<file path="src/sv/sdr_pkg.sv">
// Shared types and constants for the bus-mapped signed divider.
// Used by sdr_ctrl, sdr_dp and signed_divider_registers_top; depends on nothing.
package sdr_pkg;

    // Field widths of one bus access and of its read result.
    localparam int unsigned WORD_W    = 16;
    localparam int unsigned OFFSET_W  = 4;
    localparam int unsigned S_TDATA_W = 40;
    localparam int unsigned DIV_W     = 32;

    // Number of radix-2 steps and the width of their counter.
    localparam int unsigned DIV_STEPS = DIV_W;
    localparam int unsigned STEP_CNT_W = $clog2(DIV_STEPS);

    // Register select code that takes the full 32-bit divisor.
    localparam logic [1:0] SEL_WIDE_DIVISOR = 2'd3;

    // Read offsets of the result registers.
    localparam logic [OFFSET_W-1:0] OFS_RESULT_HI = 4'd4;
    localparam logic [OFFSET_W-1:0] OFS_RESULT_LO = 4'd5;

    // Results forced by a zero divisor.
    localparam logic [DIV_W-1:0]  ZERO_DIV_Q32 = 32'h7fff_ffff;
    localparam logic [WORD_W-1:0] ZERO_DIV_Q16 = 16'h7fff;

    // Controller states.
    typedef enum logic [1:0] {
        ST_IDLE,
        ST_SETUP,
        ST_ITER,
        ST_FIXUP
    } sdr_state_t;

    // Commands from the controller to the datapath.
    typedef struct packed {
        logic accept;
        logic setup;
        logic step;
        logic finish;
    } sdr_cmd_t;

    // Status from the datapath to the controller.
    typedef struct packed {
        logic div_req;
        logic div_zero;
    } sdr_sts_t;

endpackage

</file>
<file path="src/sv/sdr_ctrl.sv">
// Controller of the signed divider: handshakes, divide sequencing and step count.
// Depends on sdr_pkg for the state type and the command and status structs.
module sdr_ctrl (
    input  logic              aclk,
    input  logic              aresetn,
    input  logic              s_tvalid,
    output logic              s_tready,
    output logic              m_tvalid,
    input  logic              m_tready,
    input  sdr_pkg::sdr_sts_t sts,
    output sdr_pkg::sdr_cmd_t cmd
);

    sdr_pkg::sdr_state_t                  state_reg, state_next;
    logic [sdr_pkg::STEP_CNT_W-1:0]       cnt_reg, cnt_next;
    logic                                 m_tvalid_reg, m_tvalid_next;
    logic                                 accept;

    // A new access is taken only between divides and when the output slot frees up.
    assign s_tready = (state_reg == sdr_pkg::ST_IDLE) && (!m_tvalid_reg || m_tready);
    assign accept   = s_tvalid && s_tready;
    assign m_tvalid = m_tvalid_reg;

    // State, step counter and output valid registers.
    always_ff @(posedge aclk) begin
        if (!aresetn) begin
            state_reg    <= sdr_pkg::ST_IDLE;
            cnt_reg      <= '0;
            m_tvalid_reg <= 1'b0;
        end else begin
            state_reg    <= state_next;
            cnt_reg      <= cnt_next;
            m_tvalid_reg <= m_tvalid_next;
        end
    end

    // Next state and datapath commands.
    always_comb begin
        state_next    = state_reg;
        cnt_next      = cnt_reg;
        cmd           = '0;
        cmd.accept    = accept;
        m_tvalid_next = m_tvalid_reg;

        // Every access returns one read word at acceptance.
        if (accept) begin
            m_tvalid_next = 1'b1;
        end else if (m_tready) begin
            m_tvalid_next = 1'b0;
        end

        unique case (state_reg)
            sdr_pkg::ST_IDLE: begin
                if (accept && sts.div_req) begin
                    state_next = sdr_pkg::ST_SETUP;
                end
            end
            sdr_pkg::ST_SETUP: begin
                cmd.setup = 1'b1;
                cnt_next  = '0;
                state_next = sts.div_zero ? sdr_pkg::ST_IDLE : sdr_pkg::ST_ITER;
            end
            sdr_pkg::ST_ITER: begin
                cmd.step = 1'b1;
                cnt_next = cnt_reg + 1'b1;
                if (cnt_reg == sdr_pkg::STEP_CNT_W'(sdr_pkg::DIV_STEPS - 1)) begin
                    state_next = sdr_pkg::ST_FIXUP;
                end
            end
            sdr_pkg::ST_FIXUP: begin
                cmd.finish = 1'b1;
                state_next = sdr_pkg::ST_IDLE;
            end
            default: begin
                state_next = sdr_pkg::ST_IDLE;
            end
        endcase
    end

endmodule

</file>
<file path="src/sv/sdr_dp.sv">
// Datapath of the signed divider: operand and result registers, read mux,
// and a radix-2 restoring divider. Depends on sdr_pkg.
module sdr_dp (
    input  logic                              aclk,
    input  logic                              mode,
    input  logic [sdr_pkg::OFFSET_W-1:0]      offset,
    input  logic [sdr_pkg::WORD_W-1:0]        write_data,
    input  logic [sdr_pkg::WORD_W-1:0]        keep_mask,
    input  logic                              aresetn,
    input  sdr_pkg::sdr_cmd_t                 cmd,
    output sdr_pkg::sdr_sts_t                 sts,
    output logic [sdr_pkg::WORD_W-1:0]        read_data
);

    logic [sdr_pkg::WORD_W-1:0] ops_reg [4];
    logic [sdr_pkg::WORD_W-1:0] res_reg [2];
    logic [sdr_pkg::WORD_W-1:0] rd_reg;
    logic [1:0]                 sel_reg;
    logic                       wide_reg;
    logic                       nd_reg, nv_reg;
    logic [sdr_pkg::DIV_W-1:0]  b_reg;
    logic [sdr_pkg::DIV_W-1:0]  quo_reg;
    logic [sdr_pkg::DIV_W-1:0]  rem_reg;

    logic [sdr_pkg::DIV_W-1:0]  dividend, divisor;
    logic                       nd, nv;
    logic [sdr_pkg::DIV_W:0]    rem_sh, diff;
    logic [sdr_pkg::DIV_W-1:0]  q_signed, r_signed;
    logic [sdr_pkg::WORD_W-1:0] rd_next;
    logic [1:0]                 wsel;

    assign wsel = offset[1:0];

    // Operands as the divide sees them after the triggering write.
    always_comb begin
        dividend = {ops_reg[0], ops_reg[1]};
        if (sel_reg == sdr_pkg::SEL_WIDE_DIVISOR) begin
            divisor = {ops_reg[2], ops_reg[3]};
        end else begin
            divisor = {{sdr_pkg::WORD_W{ops_reg[2][sdr_pkg::WORD_W-1]}}, ops_reg[2]};
        end
        nd = dividend[sdr_pkg::DIV_W-1];
        nv = divisor[sdr_pkg::DIV_W-1];
    end

    assign sts.div_req  = mode && offset[3];
    assign sts.div_zero = (divisor == '0);

    // One restoring step: shift in the next dividend bit and try a subtract.
    assign rem_sh = {rem_reg, quo_reg[sdr_pkg::DIV_W-1]};
    assign diff   = rem_sh - {1'b0, b_reg};

    // Sign fixup of the magnitudes.
    assign q_signed = (nd_reg != nv_reg) ? (sdr_pkg::DIV_W'(0) - quo_reg) : quo_reg;
    assign r_signed = nd_reg ? (sdr_pkg::DIV_W'(0) - rem_reg) : rem_reg;

    // Read word of an access; writes return zero.
    always_comb begin
        rd_next = '0;
        if (!mode) begin
            if (!offset[3] && !offset[2]) begin
                rd_next = ops_reg[offset[1:0]];
            end else if (offset == sdr_pkg::OFS_RESULT_HI) begin
                rd_next = res_reg[0];
            end else if (offset == sdr_pkg::OFS_RESULT_LO) begin
                rd_next = res_reg[1];
            end
        end
    end

    assign read_data = rd_reg;

    // Operand and result registers, cleared at reset.
    always_ff @(posedge aclk) begin
        if (!aresetn) begin
            ops_reg[0] <= '0;
            ops_reg[1] <= '0;
            ops_reg[2] <= '0;
            ops_reg[3] <= '0;
            res_reg[0] <= '0;
            res_reg[1] <= '0;
        end else begin
            if (cmd.accept && mode) begin
                ops_reg[wsel] <= (ops_reg[wsel] & keep_mask) | (write_data & ~keep_mask);
            end
            if (cmd.setup && sts.div_zero) begin
                if (wide_reg) begin
                    res_reg[0] <= sdr_pkg::ZERO_DIV_Q32[sdr_pkg::DIV_W-1:sdr_pkg::WORD_W];
                    res_reg[1] <= sdr_pkg::ZERO_DIV_Q32[sdr_pkg::WORD_W-1:0];
                end else begin
                    res_reg[0] <= sdr_pkg::ZERO_DIV_Q16;
                    res_reg[1] <= sdr_pkg::ZERO_DIV_Q16;
                end
            end else if (cmd.finish) begin
                if (wide_reg) begin
                    res_reg[0] <= q_signed[sdr_pkg::DIV_W-1:sdr_pkg::WORD_W];
                    res_reg[1] <= q_signed[sdr_pkg::WORD_W-1:0];
                end else begin
                    res_reg[0] <= q_signed[sdr_pkg::WORD_W-1:0];
                    res_reg[1] <= r_signed[sdr_pkg::WORD_W-1:0];
                end
            end
        end
    end

    // Read data, divide mode and divider working registers.
    always_ff @(posedge aclk) begin
        if (cmd.accept) begin
            rd_reg   <= rd_next;
            sel_reg  <= wsel;
            wide_reg <= offset[2];
        end
        if (cmd.setup) begin
            nd_reg  <= nd;
            nv_reg  <= nv;
            quo_reg <= nd ? (sdr_pkg::DIV_W'(0) - dividend) : dividend;
            b_reg   <= nv ? (sdr_pkg::DIV_W'(0) - divisor) : divisor;
            rem_reg <= '0;
        end else if (cmd.step) begin
            if (!diff[sdr_pkg::DIV_W]) begin
                rem_reg <= diff[sdr_pkg::DIV_W-1:0];
                quo_reg <= {quo_reg[sdr_pkg::DIV_W-2:0], 1'b1};
            end else begin
                rem_reg <= rem_sh[sdr_pkg::DIV_W-1:0];
                quo_reg <= {quo_reg[sdr_pkg::DIV_W-2:0], 1'b0};
            end
        end
    end

endmodule

</file>
<file path="src/sv/signed_divider_registers_top.sv">
// Top level of the bus-mapped signed divider.
// Depends on sdr_pkg, sdr_ctrl and sdr_dp.
//
// Each bus access arrives as one transaction on the s_ channel: s_tuser is
// the access kind (0 read, 1 write) and s_tdata carries offset, write data
// and keep mask. Every access returns exactly one transaction on the m_
// channel holding the read word (zero for writes and unmapped offsets).
// The read word appears in the cycle after acceptance, from an output
// register. A write with offset bit 3 set also starts a divide on the
// updated operands: a setup state, 32 restoring steps of the shared
// subtractor and a sign fixup state, or the setup state alone when the
// divisor is zero. No new access is taken until that divide has finished
// writing the result registers.
// When the receiver stalls, the pending read word holds on m_tdata and a
// new access is accepted in the same cycle the old one is taken.
// Synchronous reset clears the operand and result registers and drops
// m_tvalid; the block is ready in the first cycle after reset.
module signed_divider_registers_top (
    input  logic                              aclk,
    input  logic                              aresetn,
    input  logic                              s_tvalid,
    output logic                              s_tready,
    // [3:0] offset, [19:4] write_data, [35:20] keep_mask, [39:36] zero
    input  logic [sdr_pkg::S_TDATA_W-1:0]     s_tdata,
    // [0] mode
    input  logic                              s_tuser,
    output logic                              m_tvalid,
    input  logic                              m_tready,
    // [15:0] read_data
    output logic [sdr_pkg::WORD_W-1:0]        m_tdata
);

    sdr_pkg::sdr_cmd_t cmd;
    sdr_pkg::sdr_sts_t sts;

    sdr_ctrl u_ctrl (
        .aclk     (aclk),
        .aresetn  (aresetn),
        .s_tvalid (s_tvalid),
        .s_tready (s_tready),
        .m_tvalid (m_tvalid),
        .m_tready (m_tready),
        .sts      (sts),
        .cmd      (cmd)
    );

    sdr_dp u_dp (
        .aclk       (aclk),
        .mode       (s_tuser),
        .offset     (s_tdata[3:0]),
        .write_data (s_tdata[19:4]),
        .keep_mask  (s_tdata[35:20]),
        .aresetn    (aresetn),
        .cmd        (cmd),
        .sts        (sts),
        .read_data  (m_tdata)
    );

endmodule

</file>
<file path="config.mk">
export PLATFORM = sky130hd
export DESIGN_NAME = signed_divider_registers_top
export DESIGN_NICKNAME = d
export VERILOG_FILES = /design/src/sv/sdr_pkg.sv /design/src/sv/sdr_ctrl.sv /design/src/sv/sdr_dp.sv /design/src/sv/signed_divider_registers_top.sv
export SDC_FILE = /design/constraint.sdc
export NUM_CORES = 1
export LEC_CHECK = 0
export BUFFER_PORTS_ARGS = -buffer_cell sky130_fd_sc_hd__buf_4
export CAP_MARGIN = 20
export CORE_ASPECT_RATIO = 1.2
export CORE_UTILIZATION = 50
export CTS_BUF_LIST = sky130_fd_sc_hd__clkbuf_4 sky130_fd_sc_hd__clkbuf_8
export DETAILED_ROUTE_END_ITERATION = 12
export GPL_TIMING_DRIVEN = 0
export PLACE_DENSITY_LB_ADDON = 0.12
export SETUP_SLACK_MARGIN = 0.15
export SLEW_MARGIN = 25
export SYNTH_ARGS = -nofsm -noshare
export SYNTH_HDL_FRONTEND = slang
export SYNTH_SLANG_ARGS = --single-unit
export TNS_END_PERCENT = 50
</file>
<file path="constraint.sdc">
create_clock -name aclk -period 3.8 [get_ports aclk]
set_input_delay 0.57 -clock aclk [delete_from_list [all_inputs] [get_ports aclk]]
set_output_delay 0.57 -clock aclk [all_outputs]
set_load 0.03 [all_outputs]
</file>
==> flow_metrics.env <==
export IMPL_setup_ws_ps=136
export IMPL_rows=66
export IMPL_synth_nets=1482
export IMPL_max_freq_mhz=273
export IMPL_critPathArrivalTime_ps=3920
export IMPL_fin_crit_sh=0.964
export IMPL_ys_seq_area_frac=0.451
export IMPL_status="completed"
export IMPL_avgSynthCellArea_um2=9.93
export IMPL_power_frac_clock=0.279
export IMPL_port_buffers=57
export IMPL_ios=63
export IMPL_p_switching_mw=2.96
export IMPL_htreeDepth=2
export IMPL_period_minus_slack_ps=3660
export IMPL_num_vias=11400
export IMPL_setup_viol=0
export IMPL_drtIter0Drc=909
export IMPL_critPathMaxFanout=4
export IMPL_wirelength_mm=41.6
export IMPL_synthFlopType="edfxtp_1"
export IMPL_crit_family="simple AND/OR/NAND/NOR gates"
export IMPL_yosys_warnings=0
export IMPL_fp_coreArea_mm2=0.0272
export IMPL_antenna_found_initial=2
export IMPL_worst_pin_slew_ps=900
export IMPL_gp_congestion=0.992
export IMPL_clk_latency_ps=540
export IMPL_syn_inst=1393
export IMPL_worstPathCellList="or4_4 > or3_4 > or4_4 > or4_4 > or4_4 > o41ai_4 > xor2_1 > a21oi_1"
export IMPL_path_buf_inv=0
export IMPL_slew_viol_final=0
export IMPL_rsz0062_at_grt="yes"
export IMPL_cts_tree="done"
export IMPL_holdBufCountCts=0
export IMPL_ys_top_cells_by_area="edfxtp_1 (39%), dfxtp_1 (5.8%), nor2_1 (5.3%)"
export IMPL_drc=0
export IMPL_dieHeight_um=184
export IMPL_ant_nets=0
export IMPL_grt_pass1_vias=10900
export IMPL_syn_to_final_growth_pct=15.6
export IMPL_wl_per_cell_um=22.1
export IMPL_grt_max_degree=34
export IMPL_fin_tns_setup_ps=0
export IMPL_startpoint_type="flop"
export IMPL_yosys_area_top_type="edfxtp_1"
export IMPL_synth_edf_count=181
export IMPL_pre_cts_ws_ps=-988
export IMPL_crit_type="flop to flop"
export IMPL_drv_cap=0
export IMPL_cpPeakStageDelay_ps=580
export IMPL_synthTopCellsByCount="nor2_1 (197), edfxtp_1 (181), a21oi_1 (88), nand2_1 (88), xor2_1 (82)"
export IMPL_ys_ff_latch=221
export IMPL_dp_cells=1795
export IMPL_numCtsBuffers=37
export IMPL_hold_viol=0
export IMPL_crit_slowest_cell="or4_4"
export IMPL_largest_reg_flops=64
export IMPL_p_int_mw=5.44
export IMPL_root_buffer="clkbuf_8"
export IMPL_clock_skew_ps=22.9
export IMPL_syn_area_mm2=0.0138
export IMPL_crit_top_cell="or4_4"
export IMPL_p_seq_frac=0.395
export IMPL_firstDrtPassIters=6
export IMPL_grt_usage=0.294
export IMPL_power_density_mw_per_mm2=526
export IMPL_initial_utilization=0.509
export IMPL_hold_ws_ps=242
export IMPL_clk_pin_slew_ps=60
export IMPL_pwr_share_comb=0.326
export IMPL_synth_cell_types=69
export IMPL_clock_sinks=221
export IMPL_swShare=0.352
export IMPL_die_w_um=154
export IMPL_gr_total_overflow=0
export IMPL_dieArea_mm2=0.0283
export IMPL_nets=1600
export IMPL_grt_pass1_wl_mm=62.6
export IMPL_vias_per_cell=6.09
export IMPL_crit_path_end_kind="flop"
export IMPL_async_reset_ff_frac=0
export IMPL_synth_most_common_cell="nor2_1"
export IMPL_finalPower_mw=8.40
export IMPL_hpwl_mm=31.8
export IMPL_synth_top_cell_area_share=0.393
export IMPL_cts_max_path_buffers=3
export IMPL_worst_endpoint_required_ps=4050
export IMPL_hold_class="input pin to flop"
export IMPL_leakage_nw=6.16
export IMPL_final_cells=1877
export IMPL_drive_gt1_frac=0.157
export IMPL_relSlewSlack=0.400
export IMPL_vdd_drop_max_mv=0.327
export IMPL_antennaDiodeCount=0
export IMPL_nFillCells=2326
==> final timing paths <==
check / startpoint / end / slack [ps] / cells after the start
max reg2reg: u_dp.ops_reg[1][8]$_SDFFCE_PN0P_ / u_dp.quo_reg[26]$_DFFE_PP_ / 140 / 8
min: s_tdata[2] / u_dp.wide_reg$_DFFE_PP_ / 240 / 1
min reg2reg: u_ctrl.cnt_reg[4]$_SDFFE_PN0P_ / u_ctrl.cnt_reg[4]$_SDFFE_PN0P_ / 500 / 2
max: u_dp.ops_reg[1][8]$_SDFFCE_PN0P_ / u_dp.quo_reg[26]$_DFFE_PP_ / 140 / 8
==> timing repair <==
item	4_1_cts	5_1_grt
resized for setup	24	42
setup buffers	4	12
cloned	0	1
setup endpoints to repair	103	94
pin swaps	3	6
==> layout by cell type (no fill, tap or decap), types with 10 or more instances in the layout <==
cell,netlist,layout
a21oi_1,88,88
nand2_1,88,87
mux4_2,16,16
clkbuf_4,0,15
a221oi_2,0,10
a21o_1,20,20
nor3_1,15,15
nand3_1,14,13
clkbuf_8,0,40
buf_4,2,74
and3_1,11,10
o21ai_0,57,50
or3_1,14,12
and2_1,10,10
or4_1,12,12
xnor2_1,45,45
nor2b_1,12,12
ha_1,43,40
o31ai_1,24,23
mux2i_1,45,43
inv_1,72,72
a222oi_1,16,16
edfxtp_1,181,181
dfxtp_1,40,40
a211oi_1,40,39
nand2b_1,20,20
nor2_1,197,196
xor2_1,82,81
a221oi_1,20,10
mux2_2,17,17
clkbuf_1,61,57
==> kinds of logic after synthesis <==
kind of cell | synth area share
mux | 0.0724
compound gates | 0.165
fa+ha+maj | 0.0403
xor+xnor | 0.0804
simple gates | 0.151
buf+inv | 0.0404
flops | 0.451
==> per-stage QoR <==
step            util  instance area [um2]
6_report       0.589                16000
5_1_grt        0.589                16000
4_1_cts        0.579                15700
3_5_place_dp   0.544                14800
3_3_place_gp   0.541                14700
2_1_floorplan      -                13800
==> power by group through the flow <==
stage / Clock [mW] / Sequential [mW] / Combinational [mW]
final: 2.35 / 3.32 / 2.74
after global placement: 0 / 3.36 / 2.53
after detailed placement: 0 / 3.36 / 2.58
after floorplan: 0 / 3.28 / 1.83
after global routing: 2.48 / 3.34 / 2.98
after CTS: 2.39 / 3.31 / 2.64
==> routing by layer <==
metal / track usage / routed length (um) / vias up
met5: 0 / 13 / -
met4: 0.174 / 2440 / 2
met3: 0.0386 / 2530 / 108
met2: 0.495 / 19700 / 454
met1: 0.364 / 16900 / 5477
li1: - / - / 5385
==> final cells by class <==
type / count / area [um2] / area share
tap: 340 / 425 / 0.0266
inverter: 73 / 274 / 0.0171
timing repair buffer: 79 / 626 / 0.0391
sequential: 221 / 6240 / 0.390
multi-input combinational: 1027 / 7260 / 0.454
buffer: 72 / 355 / 0.0222
clock inverter: 10 / 149 / 0.00931
clock buffer: 55 / 663 / 0.0415
No activity file was read; power rests on OpenSTA's default activity.
